`config.mk`:
```
export PLATFORM = sky130hd
export DESIGN_NAME = dag_edge_source_generator_core
export DESIGN_NICKNAME = d
export VERILOG_FILES = /design/src/rtl/core/desg_pkg.sv /design/src/rtl/core/dag_edge_source_generator_core.sv /design/src/rtl/core/desg_operand.sv
export VERILOG_INCLUDE_DIRS = /design/src /design/src/rtl/core
export SDC_FILE = /design/constraint.sdc
export NUM_CORES = 1
export LEC_CHECK = 0
export BUFFER_PORTS_ARGS = -buffer_cell sky130_fd_sc_hd__buf_4
export CORE_ASPECT_RATIO = 1.5
export CORE_UTILIZATION = 46
export CTS_CLUSTER_SIZE = 14
export DETAILED_ROUTE_END_ITERATION = 8
export GPL_TIMING_DRIVEN = 0
export HOLD_SLACK_MARGIN = 0.12
export PLACE_DENSITY_LB_ADDON = 0.25
export SLEW_MARGIN = 40
export SYNTH_ARGS = -nofsm -noshare
export SYNTH_HDL_FRONTEND = slang
export SYNTH_SLANG_ARGS = --single-unit
```
`constraint.sdc`:
```
create_clock -name i_clk -period 10.25 [get_ports i_clk]
set_input_delay 2.05 -clock i_clk [delete_from_list [all_inputs] [get_ports i_clk]]
set_output_delay 2.05 -clock i_clk [all_outputs]
set_load 0.01 [all_outputs]
```
`src/rtl/core/dag_edge_source_generator_core_macros.svh`:
```
// Assertion macros used by the edge source generator core.
`ifndef DAG_EDGE_SOURCE_GENERATOR_CORE_MACROS_SVH
`define DAG_EDGE_SOURCE_GENERATOR_CORE_MACROS_SVH

// Check a condition at every clock edge out of reset.
`define DESG_ASSERT_NOW(label, expr) \
    label: assert property (@(posedge i_clk) disable iff (!i_rst_n) (expr)) \
        else $error("edge source generator: invariant violated");

// Check a consequent sequence whenever an antecedent holds.
`define DESG_ASSERT_SEQ(label, ante, cons) \
    label: assert property (@(posedge i_clk) disable iff (!i_rst_n) (ante) |-> cons) \
        else $error("edge source generator: sequence violated");

`endif

```
`src/rtl/core/desg_pkg.sv`:
```
// Shared types and constants of the edge source generator.
package desg_pkg;

    typedef enum logic [1:0] {
        FUNC_CATENA      = 2'd0,
        FUNC_SLIDING_REV = 2'd1,
        FUNC_SLIDING_CAT = 2'd2,
        FUNC_REVERSE     = 2'd3
    } t_func;

    localparam int CFG_IDX_W  = 1;
    localparam int CFG_DATA_W = 5;
    localparam int ROW_LOG2_W = 5;

    localparam logic [CFG_IDX_W-1:0] CFG_ROW_LENGTH_LOG2   = 1'd0;
    localparam logic [CFG_IDX_W-1:0] CFG_CATENA3_FIRST_ROW = 1'd1;

    localparam logic [ROW_LOG2_W-1:0] ROW_LOG2_RESET = 5'd7;
    localparam logic                  CATENA3_RESET  = 1'b0;

    localparam logic [ROW_LOG2_W-1:0] FIRST_ROW_MIN_LOG2 = 5'd3;
    localparam logic [ROW_LOG2_W-1:0] FIRST_ROW_SHRINK   = 5'd2;

endpackage

```
`src/rtl/core/dag_edge_source_generator_core.sv`:
```
// Edge source generator: pipelined source lookup for a password-hash dependency graph.
// Command channel: an item (i_position, i_func) is taken at a rising edge where
// start is high and busy is low. busy is high only during reset and the cycle
// after it, so one item is taken every cycle in normal operation.
// Result channel: o_done marks o_source_position / o_has_edge for exactly one
// cycle; the receiver cannot stall it. Each item passes the stage 1 and stage 2
// registers and its result is driven from the output register, in order, one
// result per item, one per cycle sustained.
// Stages: leading-one search and Catena row check, then per-mode operand and
// bit reversal, then window select and final compare into the output word.
// Configuration: i_cfg_valid / o_cfg_ready write row_length_log2 (index 0) or
// catena3_first_row (index 1) from i_cfg_data; write only while the pipeline
// is empty. Reset (synchronous, active low) restores row_length_log2 = 7 and
// catena3_first_row = 0 and drops every word in flight.
module dag_edge_source_generator_core
    import desg_pkg::*;
#(
    parameter int POS_BITS = 20
) (
    input  logic                  i_clk,
    input  logic                  i_rst_n,
    input  logic                  start,
    output logic                  busy,
    input  logic [POS_BITS-1:0]   i_position,
    input  logic [1:0]            i_func,
    output logic                  o_done,
    output logic [POS_BITS-1:0]   o_source_position,
    output logic                  o_has_edge,
    input  logic                  i_cfg_valid,
    output logic                  o_cfg_ready,
    input  logic [CFG_IDX_W-1:0]  i_cfg_index,
    input  logic [CFG_DATA_W-1:0] i_cfg_data
);

    localparam int KW = $clog2(POS_BITS);
    localparam int W  = POS_BITS + 2;

    logic                  r_busy;
    logic [ROW_LOG2_W-1:0] r_row_log2;
    logic                  r_catena3;

    // stage 1
    logic                  r1_valid;
    logic [POS_BITS-1:0]   r1_pos;
    t_func                 r1_func;
    logic [KW-1:0]         r1_k;
    logic [KW-1:0]         r1_cat_l;
    logic                  r1_cat_ok;
    logic [KW-1:0]         n_k;
    logic [ROW_LOG2_W-1:0] n_l2;
    logic                  n_row_nz;
    logic                  n_first_ok;

    // stage 2
    logic                  r2_valid;
    logic [POS_BITS-1:0]   r2_pos;
    t_func                 r2_func;
    logic [POS_BITS-1:0]   r2_rev;
    logic [POS_BITS-1:0]   r2_m;
    logic [POS_BITS-1:0]   r2_base;
    logic                  r2_ok;
    logic [POS_BITS-1:0]   w_rev;
    logic [POS_BITS-1:0]   w_m;
    logic [POS_BITS-1:0]   w_base;
    logic                  w_ok;

    // stage 3
    logic                  r_done;
    logic [POS_BITS-1:0]   r_src;
    logic                  r_has_edge;
    logic [W-1:0]          s_p;
    logic [W-1:0]          s_m;
    logic [W-1:0]          s_rev;
    logic [W-1:0]          s_r;
    logic [W-1:0]          s_src;
    logic                  s_edge;

    logic                  accept;
    logic [POS_BITS:0]     s_src_inc;

    assign busy        = r_busy;
    assign o_cfg_ready = !r_busy;
    assign accept      = start && !r_busy;

    always_ff @(posedge i_clk) begin
        if (!i_rst_n) begin
            r_busy     <= 1'b1;
            r_row_log2 <= ROW_LOG2_RESET;
            r_catena3  <= CATENA3_RESET;
        end else begin
            r_busy <= 1'b0;
            if (i_cfg_valid && !r_busy) begin
                case (i_cfg_index)
                    CFG_ROW_LENGTH_LOG2:   r_row_log2 <= i_cfg_data[ROW_LOG2_W-1:0];
                    CFG_CATENA3_FIRST_ROW: r_catena3  <= i_cfg_data[0];
                    default: ;
                endcase
            end
        end
    end

    // stage 1: leading one and Catena row selection
    always_comb begin
        n_k = '0;
        for (int i = 1; i < POS_BITS; i++) begin
            if (i_position[i]) begin
                n_k = KW'(i);
            end
        end
    end

    assign n_l2       = r_row_log2 - FIRST_ROW_SHRINK;
    assign n_row_nz   = (i_position >> r_row_log2) != '0;
    assign n_first_ok = r_catena3 && (r_row_log2 >= FIRST_ROW_MIN_LOG2)
                        && ((i_position >> n_l2) != '0);

    always_ff @(posedge i_clk) begin
        if (!i_rst_n) begin
            r1_valid <= 1'b0;
        end else begin
            r1_valid <= accept;
        end
        r1_pos    <= i_position;
        r1_func   <= t_func'(i_func);
        r1_k      <= n_k;
        r1_cat_ok <= n_row_nz || n_first_ok;
        // hold only the low bits: a valid row log2 is always below POS_BITS here
        r1_cat_l  <= n_row_nz ? r_row_log2[KW-1:0] : n_l2[KW-1:0];
    end

    // stage 2: operand select and bit reversal
    desg_operand #(
        .POS_BITS (POS_BITS)
    ) u_operand (
        .i_pos    (r1_pos),
        .i_func   (r1_func),
        .i_k      (r1_k),
        .i_cat_l  (r1_cat_l),
        .i_cat_ok (r1_cat_ok),
        .o_rev    (w_rev),
        .o_m      (w_m),
        .o_base   (w_base),
        .o_ok     (w_ok)
    );

    always_ff @(posedge i_clk) begin
        if (!i_rst_n) begin
            r2_valid <= 1'b0;
        end else begin
            r2_valid <= r1_valid;
        end
        r2_pos  <= r1_pos;
        r2_func <= r1_func;
        r2_rev  <= w_rev;
        r2_m    <= w_m;
        r2_base <= w_base;
        r2_ok   <= w_ok;
    end

    // stage 3: window select and drop sources that are not below position - 1
    assign s_p   = {2'b00, r2_pos};
    assign s_m   = {2'b00, r2_m};
    assign s_rev = {2'b00, r2_rev};
    assign s_r   = s_m + s_rev;

    always_comb begin
        s_src = '0;
        case (r2_func)
            FUNC_CATENA: begin
                s_src = {2'b00, r2_base} + s_rev;
            end
            FUNC_SLIDING_REV: begin
                s_src = (s_rev + W'(1) >= s_p - s_m) ? s_rev : s_rev + s_m;
            end
            FUNC_SLIDING_CAT: begin
                if (s_r + W'(1) + (s_m << 1) < s_p) begin
                    s_src = s_r + (s_m << 1);
                end else if (s_r + W'(1) + s_m < s_p) begin
                    s_src = s_r + s_m;
                end else begin
                    s_src = s_r;
                end
            end
            FUNC_REVERSE: begin
                s_src = s_rev;
            end
            default: begin
                s_src = '0;
            end
        endcase
    end

    assign s_edge = r2_ok && (s_src + W'(1) < s_p);

    always_ff @(posedge i_clk) begin
        if (!i_rst_n) begin
            r_done     <= 1'b0;
            r_src      <= '0;
            r_has_edge <= 1'b0;
        end else begin
            r_done     <= r2_valid;
            r_has_edge <= s_edge;
            r_src      <= s_edge ? s_src[POS_BITS-1:0] : '0;
        end
    end

    assign o_done            = r_done;
    assign o_source_position = r_src;
    assign o_has_edge        = r_has_edge;

    assign s_src_inc = {1'b0, o_source_position} + 1'b1;

`include "dag_edge_source_generator_core_macros.svh"

    `DESG_ASSERT_SEQ(a_result_latency, start && !busy, ##3 o_done)
    `DESG_ASSERT_SEQ(a_src_earlier, o_done && o_has_edge, s_src_inc < {1'b0, $past(i_position, 3)})
    `DESG_ASSERT_NOW(a_no_edge_zero, (o_has_edge || (o_source_position == '0)))

endmodule

```
`src/rtl/core/desg_operand.sv`:
```
// Per-mode operand select and low-bit reversal for the edge source pipeline.
module desg_operand
    import desg_pkg::*;
#(
    parameter int POS_BITS = 20,
    localparam int KW = $clog2(POS_BITS),
    localparam int NW = $clog2(POS_BITS + 1)
) (
    input  logic [POS_BITS-1:0] i_pos,
    input  t_func               i_func,
    input  logic [KW-1:0]       i_k,
    input  logic [KW-1:0]       i_cat_l,
    input  logic                i_cat_ok,
    output logic [POS_BITS-1:0] o_rev,
    output logic [POS_BITS-1:0] o_m,
    output logic [POS_BITS-1:0] o_base,
    output logic                o_ok
);

    logic [POS_BITS-1:0] one;
    logic [KW-1:0]       k_m1;
    logic [POS_BITS-1:0] m_k;
    logic [POS_BITS-1:0] m_half;
    logic [POS_BITS-1:0] m_cat;
    logic [POS_BITS:0]   two_k1;
    logic [POS_BITS:0]   gap;
    logic [POS_BITS-1:0] v;
    logic [NW-1:0]       n;
    logic [POS_BITS-1:0] v_flip;

    assign one    = {{(POS_BITS-1){1'b0}}, 1'b1};
    assign k_m1   = i_k - 1'b1;
    assign m_k    = one << i_k;
    assign m_half = one << k_m1;
    assign m_cat  = one << i_cat_l;
    assign two_k1 = {1'b0, m_k} << 1;
    assign gap    = two_k1 - {1'b0, i_pos} - {1'b0, one};

    always_comb begin
        v      = '0;
        n      = '0;
        o_m    = '0;
        o_base = '0;
        o_ok   = 1'b0;
        case (i_func)
            FUNC_CATENA: begin
                v      = i_pos & (m_cat - one);
                n      = NW'(i_cat_l);
                o_base = (i_pos & ~(m_cat - one)) - m_cat;
                o_ok   = i_cat_ok;
            end
            FUNC_SLIDING_REV: begin
                v    = i_pos & (m_k - one);
                n    = NW'(i_k);
                o_m  = m_k;
                o_ok = (i_k != '0);
            end
            FUNC_SLIDING_CAT: begin
                v    = i_pos & (m_half - one);
                n    = NW'(k_m1);
                o_m  = m_half;
                o_ok = (i_k != '0);
            end
            FUNC_REVERSE: begin
                v    = gap[POS_BITS-1:0];
                n    = NW'(i_k);
                // need position >= 3
                o_ok = (i_k > KW'(1)) || ((i_k == KW'(1)) && i_pos[0]);
            end
            default: begin
                v    = '0;
                n    = '0;
                o_ok = 1'b0;
            end
        endcase
    end

    // reverse the full word, then drop the bits above the reversed field
    always_comb begin
        for (int i = 0; i < POS_BITS; i++) begin
            v_flip[i] = v[POS_BITS-1-i];
        end
    end

    assign o_rev = v_flip >> (NW'(POS_BITS) - n);

endmodule
```
==> key figures <==
Run status
  • Status: finished, violations left
  • Failing checks: setup timing

Floorplanning
  • Die area: 0.04411 mm2
  • Height of the die: 256.7 um
  • Initial Util: 46.47%
  • Die X-Extent: 171.8 um
  • Core Rows: 93
  • I/O Pins: 56
  • Core ar.: 0.04282 mm2

STA
  • Setup ws final: -526.6 ps
  • TNS Setup: -10570 ps
  • Final Hold Fails: 0
  • Fin crit share: 105.1%
  • Slew margin rel.: 44.12%
  • Fin. max-slew vios: 0
  • RSZ-0062 raised after global routing: true
  • Worst-Margin Slew: 832.7 ps
  • Min Hold Slack: 356.7 ps
  • F_max: 92.79 MHz
  • Final setup vio count: 21
  • Clock skew: 21.49 ps
  • Fin crit period: 10780 ps

Global routing
  • Initial antenna violation count: 3
  • First-pass GRT wire length: 126500 um
  • GRT Total Usage: 38.78%
  • Largest net degree at the start of global routing: 20
  • GRT overflow: 0
  • Vias in the first global route: 21580

Critical path
  • Critical Path Source: r2_rev[0]
  • CP startpoint kind: flop
  • CP delay by family, top: compound AO/OA/AOI/OAI gates
  • RR Startpoint: r2_rev[0]
  • CP endpoint: o_source_position[15]
  • Setup crit end kind: flop
  • Crit Reg-Reg Endpoint: o_source_position[15]
  • Critical path depth: 55
  • WS Path Type: reg2reg
  • Register-to-Register Setup Slack: -530 ps
  • Worst Reg-to-Reg Cells: 55
  • Buf+Inv Stages, Crit Path: 10
  • CP max FO: 9
  • CP max-delay cell: or4b_4
  • CP Data Required Time: 10660 ps
  • Worst Path Arrival: 11180 ps
  • Crit-path most repeated cell: a21oi_2
  • Max incr delay on CP: 580 ps

CTS
  • CTS Buffer Depth: 2
  • Worst skew pair latency: 470 ps
  • H-tree levels: 4
  • Root buf cell: clkbuf_16
  • Hold_buf cts: 0
  • Clk sinks: 147
  • Num CTS Buffers: 17
  • Worst-path clk slew: 80 ps
  • CTS tree: yes

Routing
  • DR vias/cell: 6.381
  • DRC: 0
  • DRT Wirelength: 84870 um
  • DR pass1 iterations: 7
  • Final ANT Viol Nets: 0
  • Routed vias: 21750
  • 1st-iter DRT viols: 1805
  • Wire length per cell: 24.90 um

Synthesis
  • Synth warn: 0
  • Asr flop ratio synth: 0%
  • Sequential fraction of the synthesis area: 14.79%
  • Synthesized Nets: 2983
  • Synth Area per Inst: 7.439 um2
  • Cells after synthesis: 2675
  • Ys flop type: dfxtp_1
  • #FFs+latches synth: 147
  • Unique masters post-synth: 109
  • Top cells by area, synth: ha_1 (17%), dfxtp_1 (15%), xnor2_1 (6.3%)
  • Post-synth EDFFs: 0
  • Mapped cell area: 0.01990 mm2
  • Cell accounting for the most synthesized area: ha_1
  • Synth top area share: 16.91%

Power
  • P per Cell Area: 134.5 mW/mm2
  • Leakage power: 10.29 nW
  • Max rail drop VDD: 92.34 uV

Layout
  • Cell area after layout: 0.02338 mm2
  • Syn-to-layout area delta: 17.47%
  • Most common cell after layout, fill and taps aside: ha_1
  • Most frequent cells in the layout: ha_1 (256), nor2_1 (254), a21oi_1 (201), nand2_1 (192), inv_1 (159)
  • Share of cells above drive strength 1: 14.95%
  • Fin util: 54.59%
  • Fillers: 4187
  • Layout Nets: 3131

Run
  • MaxCap Viol Count: 0

Place
  • Pre-CTS setup slack: -4211 ps
  • Gpl congestion: 1.106
  • DPL Wire Length: 65540 um
  • Port buffer count: 55
  • Placed Area: 0.02107 mm2

Min path
  • HP Class: reg2reg
[power by group]
group	switching, mW	total [mW]	internal [mW]
clock network	0.321	0.655	0.334
registers	0.101	0.724	0.623
logic	1.06	1.77	0.711
[kinds of logic after synthesis]
group           count (synthesis)  synth area share [%]
flops                         147                 14.79
xor+xnor                      202                 8.891
buf+inv                       271                 5.439
simple gates                  897                 22.34
compound gates                836                 28.45
fa+ha+maj                     276                 17.62
mux                            46                 2.477
[flip-flops by register name, indices dropped and copies added, names as in the netlist, 2 cells and up]
signal and flops:
o_source_position 20, r1_cat_l 5, r1_func 2, r1_k 5
r1_pos 20, r2_base 20, r2_func 2, r2_m 20
r2_pos 20, r2_rev 20, r_row_log2 5
[worst min path at each step]
stage,start,end,cells after the start
after global routing,r1_pos[8],r2_pos[8],0
after global placement,r1_pos[9],r2_pos[9],0
after detailed placement,r1_pos[9],r2_pos[9],0
after floorplan,r1_pos[12],r2_pos[12],0
final,r1_pos[9],r2_pos[9],0
after CTS,r1_pos[9],r2_pos[9],0
[cell usage after synthesis (9+ instances only)]
cell      number
a211o_1       11
a21oi_2       16
or2_2         10
o21ai_0      154
xor2_1        59
a21boi_0      26
a22oi_1       21
o211ai_1      27
a211oi_1      39
clkbuf_1      72
mux2_2        12
a21o_1        71
a311oi_1      10
o22ai_1        9
xnor2_1      143
nand3_1       75
nor4_1        14
nand2_1      196
a22o_1         9
dfxtp_1      147
o21bai_1      12
nand4_1       38
nor3b_1       10
nor2b_1       55
nor3_1        73
ha_1         269
o21ai_1        9
mux2i_1       32
and2_1        33
nor2_1       260
or3_1         20
o21a_1        34
a31oi_1       44
a21oi_1      212
buf_1         10
and3_1        36
inv_1        165
o31ai_1       23
nand2b_1      29
[timing repair]
item | 4_1_cts | 5_1_grt
endpoints found under the hold margin | 0 | 0
gates cloned | 1 | 1
resized for setup | 159 | 77
setup endpoints to repair | 21 | 21
buffers inserted | 60 | 18
pin swaps | 43 | 41
[cell type report]
cell class / instances / area, um2 / share of cell area (%)
Antenna cell: 2 / 5.005 / 0.02141
Timing Repair Buffer: 132 / 1069 / 4.571
Tap cell: 570 / 713.2 / 3.051
Multi-Input combinational cell: 2257 / 16830 / 72.00
Clock inverter: 15 / 198.9 / 0.8510
Buffer: 96 / 465.4 / 1.991
Inverter: 172 / 668.1 / 2.858
Sequential cell: 147 / 3002 / 12.84
Clock buffer: 17 / 425.4 / 1.820
[stage by stage]
stage,std cells,power [mW]
2_1_floorplan,2675,1.755
3_3_place_gp,3300,2.173
3_5_place_dp,3300,2.209
4_1_cts,3391,3.012
5_1_grt,3406,3.315
6_report,3408,3.145
[layer usage]
metal	track usage, %	part of all wire (%)	up-vias
met5	0	0.015	-
met4	42.04	12	2
met3	9.523	6.9	482
met2	64.97	48	1056
met1	36.63	33	10120
li1	-	-	10090
No activity file was read; power rests on OpenSTA's default activity.
